### src/hw/rtl/gdnc_pkg.sv
// ----------------------------------------------------------------------------
// gdnc_pkg
// Shared widths, constants and month tables for the Gregorian day number
// converter.
// ----------------------------------------------------------------------------
package gdnc_pkg;

    // beat layout
    localparam int YEAR_W     = 14;
    localparam int MONTH_W    = 4;
    localparam int DAY_W      = 5;
    localparam int DAYNUM_W   = 23;
    localparam int S_TDATA_W  = 48;
    localparam int M_TDATA_W  = 48;

    localparam int NUM_STAGES = 7;

    // functions selected by tuser
    localparam logic FUNC_TO_DAYS = 1'b0;
    localparam logic FUNC_TO_DATE = 1'b1;

    // valid input ranges
    localparam logic [YEAR_W-1:0]  YEAR_MAX  = 14'd9999;
    localparam logic [MONTH_W-1:0] MONTH_MAX = 4'd12;
    localparam logic signed [DAYNUM_W-1:0] DAYNUM_MIN = -23'sd730119;
    localparam logic signed [DAYNUM_W-1:0] DAYNUM_MAX = 23'sd2921939;

    // date -> days
    localparam logic [14:0] YEAR_BIAS  = 15'd4800;
    localparam logic [22:0] DAYS_BIAS  = 23'd2483712;
    localparam logic [8:0]  DAYS_YEAR  = 9'd365;
    localparam logic [12:0] RECIP_100  = 13'd5243;      // x/100 = x*5243 >> 19
    localparam int          SHIFT_100  = 19;

    // days -> date
    localparam logic [22:0] EPOCH_BIAS = 23'd2520114;
    localparam logic [26:0] RECIP_QC   = 27'd120414424; // 4t/146097 = t*K >> 42
    localparam int          SHIFT_QC   = 42;
    localparam logic [17:0] DAYS_QC    = 18'd146097;
    localparam logic [23:0] RECIP_CENT = 24'd11758899;  // 99u/36160 = u*K >> 32
    localparam int          SHIFT_CENT = 32;
    localparam logic [10:0] DAYS_4Y    = 11'd1461;
    localparam logic [14:0] RECIP_MON  = 15'd17135;     // 5t/153 = t*17135 >> 19
    localparam int          SHIFT_MON  = 19;

    // floor(153*mm/5) + day offset of each month, March based
    function automatic logic [8:0] month_start(input logic [MONTH_W-1:0] month);
        logic [8:0] res;
        unique case (month)
            4'd1:    res = 9'd428;
            4'd2:    res = 9'd459;
            4'd3:    res = 9'd122;
            4'd4:    res = 9'd153;
            4'd5:    res = 9'd183;
            4'd6:    res = 9'd214;
            4'd7:    res = 9'd244;
            4'd8:    res = 9'd275;
            4'd9:    res = 9'd306;
            4'd10:   res = 9'd336;
            4'd11:   res = 9'd367;
            4'd12:   res = 9'd397;
            default: res = 9'd0;
        endcase
        return res;
    endfunction

    // floor(367*mo/12)
    function automatic logic [8:0] mo_start(input logic [3:0] mo);
        logic [8:0] res;
        unique case (mo)
            4'd0:    res = 9'd0;
            4'd1:    res = 9'd30;
            4'd2:    res = 9'd61;
            4'd3:    res = 9'd91;
            4'd4:    res = 9'd122;
            4'd5:    res = 9'd152;
            4'd6:    res = 9'd183;
            4'd7:    res = 9'd214;
            4'd8:    res = 9'd244;
            4'd9:    res = 9'd275;
            4'd10:   res = 9'd305;
            4'd11:   res = 9'd336;
            4'd12:   res = 9'd367;
            4'd13:   res = 9'd397;
            default: res = 9'd0;
        endcase
        return res;
    endfunction

endpackage

### src/hw/rtl/gregorian_day_number_converter.sv
// ----------------------------------------------------------------------------
// gregorian_day_number_converter
// Proleptic Gregorian date <-> signed day number (2000-01-01 is day 0).
// ----------------------------------------------------------------------------
//  channel | dir | tdata (low bit first)                         | tuser
//  s_      | in  | year 14, month 4, day 5, day_number 23, pad 2 | func
//  m_      | out | day_count 23, year_out 14, month_out 4,       | range_error
//          |     | day_out 5, pad 2                              |
//
//  One beat per cycle in, one per cycle out while m_tready stays high.
//  Both functions share one pipeline of seven register stages; the
//  constant-reciprocal multiplies and wide adds are spread across them.
//  aresetn clears the stage valid bits only.
//  Each stage holds while the one after it is full and stalled, so bubbles
//  close up and s_tready stays high while any stage is empty.
// ----------------------------------------------------------------------------
module gregorian_day_number_converter (
    input  logic                           aclk,
    input  logic                           aresetn,
    input  logic                           s_tvalid,
    output logic                           s_tready,
    // year[13:0], month[17:14], day[22:18], day_number[45:23]
    input  logic [gdnc_pkg::S_TDATA_W-1:0] s_tdata,
    // func[0]
    input  logic [0:0]                     s_tuser,
    output logic                           m_tvalid,
    input  logic                           m_tready,
    // day_count[22:0], year_out[36:23], month_out[40:37], day_out[45:41]
    output logic [gdnc_pkg::M_TDATA_W-1:0] m_tdata,
    // range_error[0]
    output logic [0:0]                     m_tuser
);
    import gdnc_pkg::*;

    logic [NUM_STAGES-1:0] vld_reg;
    logic [NUM_STAGES-1:0] adv;

    always_comb begin
        adv[NUM_STAGES-1] = !vld_reg[NUM_STAGES-1] || m_tready;
        for (int i = NUM_STAGES - 2; i >= 0; i--) begin
            adv[i] = !vld_reg[i] || adv[i+1];
        end
    end

    always_ff @(posedge aclk) begin
        if (!aresetn) begin
            vld_reg <= '0;
        end else begin
            if (adv[0]) begin
                vld_reg[0] <= s_tvalid;
            end
            for (int i = 1; i < NUM_STAGES; i++) begin
                if (adv[i]) begin
                    vld_reg[i] <= vld_reg[i-1];
                end
            end
        end
    end

    assign s_tready = adv[0];
    assign m_tvalid = vld_reg[NUM_STAGES-1];

    // func and error flag ride along with every stage
    logic [NUM_STAGES-1:0] func_reg;
    logic [NUM_STAGES-1:0] err_reg;

    // ---------------- stage 1: unpack, range check, offsets ----------------
    logic [YEAR_W-1:0]          in_year;
    logic [MONTH_W-1:0]         in_month;
    logic [DAY_W-1:0]           in_day;
    logic signed [DAYNUM_W-1:0] in_dn;
    logic                       in_func;
    logic                       err_next;
    logic                       early;
    logic [14:0]                yy_next;
    logic [8:0]                 dayadd_next;
    logic [22:0]                t_next;

    assign in_year  = s_tdata[13:0];
    assign in_month = s_tdata[17:14];
    assign in_day   = s_tdata[22:18];
    assign in_dn    = signed'(s_tdata[45:23]);
    assign in_func  = s_tuser[0];

    always_comb begin
        if (in_func == FUNC_TO_DAYS) begin
            err_next = (in_year == '0) || (in_year > YEAR_MAX) || (in_month == '0) ||
                       (in_month > MONTH_MAX) || (in_day == '0);
        end else begin
            err_next = (in_dn < DAYNUM_MIN) || (in_dn > DAYNUM_MAX);
        end
        early       = (in_month <= 4'd2);
        yy_next     = 15'(in_year) + YEAR_BIAS - 15'(early);
        dayadd_next = 9'(in_day) + month_start(in_month);
        t_next      = unsigned'(in_dn) + EPOCH_BIAS;
    end

    // flags advance with their stage
    always_ff @(posedge aclk) begin
        if (adv[0]) begin
            func_reg[0] <= in_func;
            err_reg[0]  <= err_next;
        end
        for (int i = 1; i < NUM_STAGES; i++) begin
            if (adv[i]) begin
                func_reg[i] <= func_reg[i-1];
                err_reg[i]  <= err_reg[i-1];
            end
        end
    end

    logic [14:0] st1_yy_reg;
    logic [8:0]  st1_dayadd_reg;
    logic [22:0] st1_t_reg;

    always_ff @(posedge aclk) begin
        if (adv[0]) begin
            st1_yy_reg     <= yy_next;
            st1_dayadd_reg <= dayadd_next;
            st1_t_reg      <= t_next;
        end
    end

    // ---------------- stage 2: year products, 400-year cycle ----------------
    logic [23:0] p365;
    logic [27:0] p100;
    logic [49:0] pqc;

    assign p365 = 24'(st1_yy_reg) * 24'(DAYS_YEAR);
    assign p100 = 28'(st1_yy_reg) * 28'(RECIP_100);
    assign pqc  = 50'(st1_t_reg) * 50'(RECIP_QC);

    logic [22:0] st2_p365_reg;
    logic [7:0]  st2_q100_reg;
    logic [12:0] st2_q4_reg;
    logic [8:0]  st2_dayadd_reg;
    logic [7:0]  st2_q_reg;
    logic [22:0] st2_t_reg;

    always_ff @(posedge aclk) begin
        if (adv[1]) begin
            st2_p365_reg   <= p365[22:0];
            st2_q100_reg   <= p100[SHIFT_100+7:SHIFT_100];
            st2_q4_reg     <= st1_yy_reg[14:2];
            st2_dayadd_reg <= st1_dayadd_reg;
            st2_q_reg      <= pqc[SHIFT_QC+7:SHIFT_QC];
            st2_t_reg      <= st1_t_reg;
        end
    end

    // ---------------- stage 3: partial sums, day within cycle ----------------
    logic [22:0] sum_a_next;
    logic [12:0] sum_b_next;
    logic [25:0] rq;
    logic [25:0] r_cyc;

    always_comb begin
        sum_a_next = 23'(st2_dayadd_reg) + st2_p365_reg;
        sum_b_next = st2_q4_reg - 13'(st2_q100_reg) + 13'(st2_q100_reg[7:2]);
        rq         = 26'(st2_q_reg) * 26'(DAYS_QC);
        // 4t - 146097q; the day within the cycle is that over four
        r_cyc      = {1'b0, st2_t_reg, 2'b00} - rq;
    end

    logic [22:0] st3_sum_a_reg;
    logic [12:0] st3_sum_b_reg;
    logic [15:0] st3_t1_reg;
    logic [7:0]  st3_q_reg;

    always_ff @(posedge aclk) begin
        if (adv[2]) begin
            st3_sum_a_reg <= sum_a_next;
            st3_sum_b_reg <= sum_b_next;
            st3_t1_reg    <= r_cyc[17:2];
            st3_q_reg     <= st2_q_reg;
        end
    end

    // ---------------- stage 4: day count, century ----------------
    logic [22:0] days_next;
    logic [16:0] u_cent;
    logic [40:0] pcent;

    always_comb begin
        days_next = st3_sum_a_reg + 23'(st3_sum_b_reg) - DAYS_BIAS;
        u_cent    = 17'(st3_t1_reg) + 17'd1;
        pcent     = 41'(u_cent) * 41'(RECIP_CENT);
    end

    logic [22:0] st4_days_reg;
    logic [15:0] st4_t1_reg;
    logic [7:0]  st4_q_reg;
    logic [6:0]  st4_c_reg;

    always_ff @(posedge aclk) begin
        if (adv[3]) begin
            st4_days_reg <= days_next;
            st4_t1_reg   <= st3_t1_reg;
            st4_q_reg    <= st3_q_reg;
            st4_c_reg    <= pcent[SHIFT_CENT+6:SHIFT_CENT];
        end
    end

    // ---------------- stage 5: day within year, year base ----------------
    logic [17:0] p1461;
    logic [17:0] t2_wide;
    logic [15:0] yb_wide;

    always_comb begin
        p1461   = 18'(st4_c_reg) * 18'(DAYS_4Y);
        t2_wide = 18'(st4_t1_reg) - 18'(p1461[17:2]) + 18'd31;
        yb_wide = 16'(st4_q_reg) * 16'd100 + 16'(st4_c_reg) - 16'd4900;
    end

    logic [22:0] st5_days_reg;
    logic [9:0]  st5_t2_reg;
    logic [13:0] st5_yb_reg;

    always_ff @(posedge aclk) begin
        if (adv[4]) begin
            st5_days_reg <= st4_days_reg;
            st5_t2_reg   <= t2_wide[9:0];
            st5_yb_reg   <= yb_wide[13:0];
        end
    end

    // ---------------- stage 6: March-based month ----------------
    logic [24:0] pmon;

    assign pmon = 25'(st5_t2_reg) * 25'(RECIP_MON);

    logic [22:0] st6_days_reg;
    logic [9:0]  st6_t2_reg;
    logic [13:0] st6_yb_reg;
    logic [3:0]  st6_mo_reg;

    always_ff @(posedge aclk) begin
        if (adv[5]) begin
            st6_days_reg <= st5_days_reg;
            st6_t2_reg   <= st5_t2_reg;
            st6_yb_reg   <= st5_yb_reg;
            st6_mo_reg   <= pmon[SHIFT_MON+3:SHIFT_MON];
        end
    end

    // ---------------- stage 7: date fields, output register ----------------
    logic                  wrap;
    logic [MONTH_W-1:0]    month_calc;
    logic [9:0]            day_wide;
    logic [YEAR_W-1:0]     year_calc;
    logic [DAYNUM_W-1:0]   day_count_next;
    logic [YEAR_W-1:0]     year_out_next;
    logic [MONTH_W-1:0]    month_out_next;
    logic [DAY_W-1:0]      day_out_next;

    always_comb begin
        // January and February fall at the end of the March-based year
        wrap       = (st6_mo_reg >= 4'd11);
        month_calc = st6_mo_reg + 4'd2 - (wrap ? 4'd12 : 4'd0);
        day_wide   = st6_t2_reg - 10'(mo_start(st6_mo_reg));
        year_calc  = st6_yb_reg + 14'(wrap);

        day_count_next = '0;
        year_out_next  = '0;
        month_out_next = '0;
        day_out_next   = '0;
        if (!err_reg[5]) begin
            if (func_reg[5] == FUNC_TO_DAYS) begin
                day_count_next = st6_days_reg;
            end else begin
                year_out_next  = year_calc;
                month_out_next = month_calc;
                day_out_next   = day_wide[4:0];
            end
        end
    end

    logic [DAYNUM_W-1:0] day_count_reg;
    logic [YEAR_W-1:0]   year_out_reg;
    logic [MONTH_W-1:0]  month_out_reg;
    logic [DAY_W-1:0]    day_out_reg;

    always_ff @(posedge aclk) begin
        if (adv[6]) begin
            day_count_reg <= day_count_next;
            year_out_reg  <= year_out_next;
            month_out_reg <= month_out_next;
            day_out_reg   <= day_out_next;
        end
    end

    assign m_tdata = {2'b00, day_out_reg, month_out_reg, year_out_reg, day_count_reg};
    assign m_tuser = {err_reg[6] & (func_reg[6] | !func_reg[6])};

endmodule

### config.mk
export PLATFORM = sky130hd
export DESIGN_NAME = gregorian_day_number_converter
export DESIGN_NICKNAME = d
export VERILOG_FILES = /design/src/hw/rtl/gdnc_pkg.sv /design/src/hw/rtl/gregorian_day_number_converter.sv
export SDC_FILE = /design/constraint.sdc
export NUM_CORES = 2
export LEC_CHECK = 0
export BUFFER_PORTS_ARGS = -buffer_cell sky130_fd_sc_hd__buf_2
export CAP_MARGIN = 10
export CORE_UTILIZATION = 35
export DETAILED_ROUTE_END_ITERATION = 16
export GPL_TIMING_DRIVEN = 0
export PLACE_DENSITY = 0.52
export RECOVER_POWER = 25
export SYNTH_ARGS = -nofsm -noshare
export SYNTH_HDL_FRONTEND = slang
export SYNTH_SLANG_ARGS = --single-unit
### constraint.sdc
create_clock -name aclk -period 15.4 [get_ports aclk]
set_input_delay 1.54 -clock aclk [delete_from_list [all_inputs] [get_ports aclk]]
set_output_delay 1.54 -clock aclk [all_outputs]
set_load 0.05 [all_outputs]
=== After elaboration in Yosys (flattened, before gate mapping) ===
Memory sizes are Yosys's and may differ from the RTL's. A register that Yosys moved wholly into a read port is not among the register bits.
Index checks and enable logic that the tools add are counted.

* Add/sub/neg operators: 19
* Multipliers: 8
* $lt $le $gt $ge: 6
* Multiplexer cells: 3
* Bitwise operators: 1
* Reduce and logical (&&, ||, !) cells: 24

{| class="wikitable"
|+ Operators by type and width
! kind !! number
|-
| multiplier 23 x 24 -> 47 bit, second input constant || 1
|-
| multiplier 17 x 24 -> 39 bit, second input constant || 1
|-
| multiplier 15 x 13 -> 27 bit, second input constant || 1
|-
| adder 23 x 13 -> 23 bit || 1
|-
| adder 23 x 22 -> 23 bit, second input constant || 1
|-
| adder 9 x 23 -> 23 bit || 1
|-
| > comparator 23 bit, second input constant || 1
|-
| less-than comparator 23 x 21 -> 1 bit, second input constant || 1
|-
| multiplier 10 x 15 -> 23 bit, second input constant || 1
|-
| multiplier 15 x 9 -> 23 bit, second input constant || 1
|-
| subtractor 23 x 22 -> 23 bit, second input constant || 1
|-
| multiplier 8 x 18 -> 18 bit, second input constant || 1
|-
| subtractor 18 bit || 1
|-
| adder 16 x 1 -> 17 bit, second input constant || 1
|-
| adder 14 x 13 -> 15 bit, second input constant || 1
|-
| subtractor 15 x 1 -> 15 bit || 1
|-
| adder 14 x 1 -> 14 bit || 1
|-
| adder 14 x 7 -> 14 bit || 1
|-
| > comparator 14 bit, second input constant || 1
|-
| logical NOT 14 bit || 1
|-
| subtractor 14 x 13 -> 14 bit, second input constant || 1
|-
| adder 13 x 6 -> 13 bit || 1
|-
| subtractor 13 x 8 -> 13 bit || 1
|-
| logical OR 1 bit || 12
|-
| other kinds (18) || 26
|}

* Register bits: 391
* Memory bits (read-only): 288
* Input port bits: 53
* Logic and storage cells: 111
* Memories kept: 2

{| class="wikitable"
|+ Memory list
! name !! words !! width !! read ports !! clocked after memory_dff !! write ports !! RTL line !! RTL
|-
| (name not given) || 16 || 9 || 1 || 1 || 0 || gdnc_pkg.sv:70 || <nowiki>unique case (mo)</nowiki>
|-
| (name not given) || 16 || 9 || 1 || 0 || 0 || gdnc_pkg.sv:49 || <nowiki>unique case (month)</nowiki>
|}

=== Longest topological paths before layout ===
* Depth after elaboration: 8
* Mapped depth: 28
* Gate-level depth less buffers: 28

=== Worst setup path before layout ===
No wires, ideal clock.

* Kind: flip-flop to flip-flop
* Start point: register st3_t1_reg[0]
* End point: register st4_c_reg[2], data pin
* Library setup time: 0.264 ns
* Data arrival time: 6.443 ns
* Required time: 15.136 ns
* Slack: 8.694 ns
* Cell stages (with the launch flop): 26
* Path buffers: 1
* Clock period less this slack: 6.706 ns
* Cells stage by stage: edfxtp_1 -> buf_2 -> inv_1 -> nor3_1 -> and3_1 -> and3_1 -> xor2_1 -> ha_1 -> inv_1 -> fa_1 -> fa_1 -> inv_1 -> fa_1 -> inv_1 -> fa_1 -> fa_1 -> inv_1 -> ha_1 -> a21o_1 -> a21o_1 -> a211o_1 -> a2111oi_0 -> nor3_1 -> o21bai_2 -> a31oi_1 -> xor2_1

* Cells in the longest elaborated chain, start to end: 2

{| class="wikitable"
|+ Ends and longest elaborated chain
! what !! RTL line !! RTL
|-
| start: declaration || gregorian_day_number_converter.sv:167 || <nowiki>logic [15:0] st3_t1_reg;</nowiki>
|-
| start signal: assignment || gregorian_day_number_converter.sv:174 || <nowiki>st3_t1_reg <= r_cyc[17:2];</nowiki>
|-
| adder 16 x 1 -> 17 bit || gregorian_day_number_converter.sv:186 || <nowiki>u_cent = 17'(st3_t1_reg) + 17'd1;</nowiki>
|-
| multiplier 17 x 24 -> 39 bit || gregorian_day_number_converter.sv:187 || <nowiki>pcent = 41'(u_cent) * 41'(RECIP_CENT);</nowiki>
|-
| named net pcent[34] || gregorian_day_number_converter.sv:182 || <nowiki>logic [40:0] pcent;</nowiki>
|-
| end signal: assignment || gregorian_day_number_converter.sv:200 || <nowiki>st4_c_reg <= pcent[SHIFT_CENT+6:SHIFT_CENT];</nowiki>
|-
| end: declaration || gregorian_day_number_converter.sv:193 || <nowiki>logic [6:0] st4_c_reg;</nowiki>
|}

The timed path passes the listed nets, and every way through them passes these cells.
A chain may end at the register's enable or synchronous reset.

=== Worst setup path after layout ===
Ends and elaborated chain as after synthesis.

==> results by group <==
Status
  • Status: finished, violations left
  • Failing checks: capacitance limit, slew limit

Timing
  • RSZ-0062 raised after global routing: false
  • Fin. max-slew vios: 49
  • Setup TNS: 0 ns
  • Least-Margin Pin Slew: 2.59 ns
  • Worst clock skew: 0.0352 ns
  • Min Clock Period, post-route: 8.32 ns
  • Maximum clock rate: 120 MHz
  • Relative slew slack: -72.8%
  • Final hold violation count: 0
  • Part of the cycle the worst path needs: 54.0%
  • Hold Slack: 0.398 ns
  • Final setup vio count: 0

Global routing
  • Initial antenna violation count: 6
  • First-pass GRT wire length: 153,000 µm
  • Global-route usage over all layers: 15.0%
  • Number of global-route vias before repair: 28.6k
  • Remaining Overflow, GRT: 0
  • Largest net degree at the start of global routing: 71

Setup path
  • Critical path arrival: 8.70 ns
  • Setup crit start kind: flip-flop
  • Critical Path Slowest Stage Cell: xor2_1
  • Data required, critical path: 15.77 ns
  • CP Class: flip-flop to flip-flop
  • Critical Path Max Stage Delay: 0.65 ns
  • CP delay by family, top: adder cells
  • Critical path endpoint category: flip-flop
  • Critical-path maximum fanout: 7
  • Buf/Inv on CP: 6

Cells and area
  • FF+latch area: 11,800 µm²
  • Area of the multi-input gates: 28,900 µm²
  • Proportion of layout cells with a drive suffix above 1: 5.16%
  • Synthesis-to-layout area growth: 9.70%
  • Finished Layout Cells: 5,906
  • Nets: 5,629
  • Number of fillers in the final layout: 12.4k
  • ANT cells: 0

Route
  • 1st-pass router iterations: 5
  • Via-to-Cell Ratio: 4.55
  • Detailed Route WL: 93,400 µm
  • Routed vias: 26.9k
  • Drt initial violations: 1,098
  • WL/cell: 15.8 µm
  • Final ANT Viol Nets: 0
  • DRC viols: 0

Clock tree
  • Clock Latency Late Sink: 0.64 ns
  • Root Buffer: clkbuf_16
  • Total clock sinks: 396
  • CTS-repair resized insts: 0
  • Worst-path clk slew: 0.06 ns
  • Hold-fix buffers at CTS: 0
  • CTS Buf Count: 50
  • CTS max path bufs: 3
  • Setup bufs post-CTS: 0
  • CTS tree: built
  • H-tree levels: 2

Floorplanning
  • Number of cell rows: 131
  • Starting density of the core: 35.3%
  • Io pins: 104
  • Die area: 130,000 µm²
  • Die X: 360 µm
  • Die height: 360 µm
  • CORE AREA: 127,000 µm²

Yosys
  • Async S/R FF share, synth: 0%
  • Synth cell types: 89
  • Dominant synthesized flop cell: edfxtp_1
  • Synth Register Bits: 396
  • Post-Synthesis Cell Area: 44,900 µm²
  • Post-synthesis sequential area ratio: 26.2%
  • Post-Synthesis Cells: 4,054
  • Syn avg cell area: 11.1 µm²
  • Yosys warns: 0
  • Number of enable flip-flop cells after synthesis: 384

Placed design
  • Routability cong.: 0.886
  • Number of buffers added on ports: 92
  • DP Cell Count: 5,813
  • DP HPWL: 80,400 µm

Min path
  • Hold Crit Class: flip-flop to flip-flop

Flow run
  • Max-cap violations: 1
-- routing by layer --
| layer | GRT usage [%] | up-vias | routed length [µm] |
|---|---|---|---|
| met5 | 0 | - | 0 |
| met1 | 20.1 | 13000 | 43700 |
| met3 | 2.27 | 100 | 3400 |
| met4 | 3.46 | 0 | 2000 |
| met2 | 25.3 | 326 | 44200 |
| li1 | - | 13400 | - |
-- cell type report --
type	count	area share, %
tap	1662	4.22
sequential	396	23.9
clock buffer	62	2.69
multi-input combinational	2521	58.6
clock inverter	31	0.790
inverter	1116	8.51
buffer	22	0.211
timing repair buffer	96	1.10
-- Yosys cell counts (all sizes together), types with 41 or more instances --
cell type	number	area, µm²
a21o	41	308
a21oi	116	599
edfxtp	384	11500
fa	566	11300
ha	807	10100
inv	1116	4190
nand2	94	353
nand3	60	300
nor2	126	475
nor3	46	235
o21ai	71	355
xnor2	149	1310
xor2	74	648
-- per-stage QoR --
stage	instance area, µm²	util, %	setup slack [ns]
floorplan	44900	-	8.69
global placement	47500	37.3	6.97
detailed placement	47600	37.3	7.03
CTS	49300	38.7	7.06
global route	49300	38.7	6.77
finish	49300	38.7	7.08
-- logic make-up after synthesis --
family          count (synthesis)  synth area share, %
buf+inv                      1138                 9.55
mux                             8                0.209
fa+ha+maj                    1373                 47.7
compound gates                411                 6.29
xor+xnor                      223                 4.37
other cells                     1              0.00835
simple gates                  504                 5.66
flops                         396                 26.2
-- final timing paths --
| kind | startpoint | end | slack (ns) | cells past startpoint |
|---|---|---|---|---|
| max | st3_t1_reg[0] | st4_c_reg[2] | 7.08 | 25 |
| min | st3_q_reg[0] | st4_q_reg[0] | 0.40 | 0 |
| max reg2reg | st3_t1_reg[0] | st4_c_reg[2] | 7.08 | 25 |
| min reg2reg | st3_q_reg[0] | st4_q_reg[0] | 0.40 | 0 |
-- cells in the final DEF, fill, tap and decap left out, drive strengths merged, types with 33 or more instances in the layout --
| cell | instances |
|---|---|
| o21ai | 71 |
| nor2 | 126 |
| a211oi | 33 |
| xnor2 | 149 |
| nand3 | 60 |
| and2 | 34 |
| clkbuf | 82 |
| nand2 | 94 |
| nor3 | 46 |
| buf | 98 |
| ha | 807 |
| a21oi | 116 |
| edfxtp | 384 |
| a21o | 41 |
| xor2 | 74 |
| fa | 566 |
| inv | 1123 |
Power is left out: the tool's default activity adds up to more than one toggle a clock period on the data nets, which glitch-free logic cannot reach.
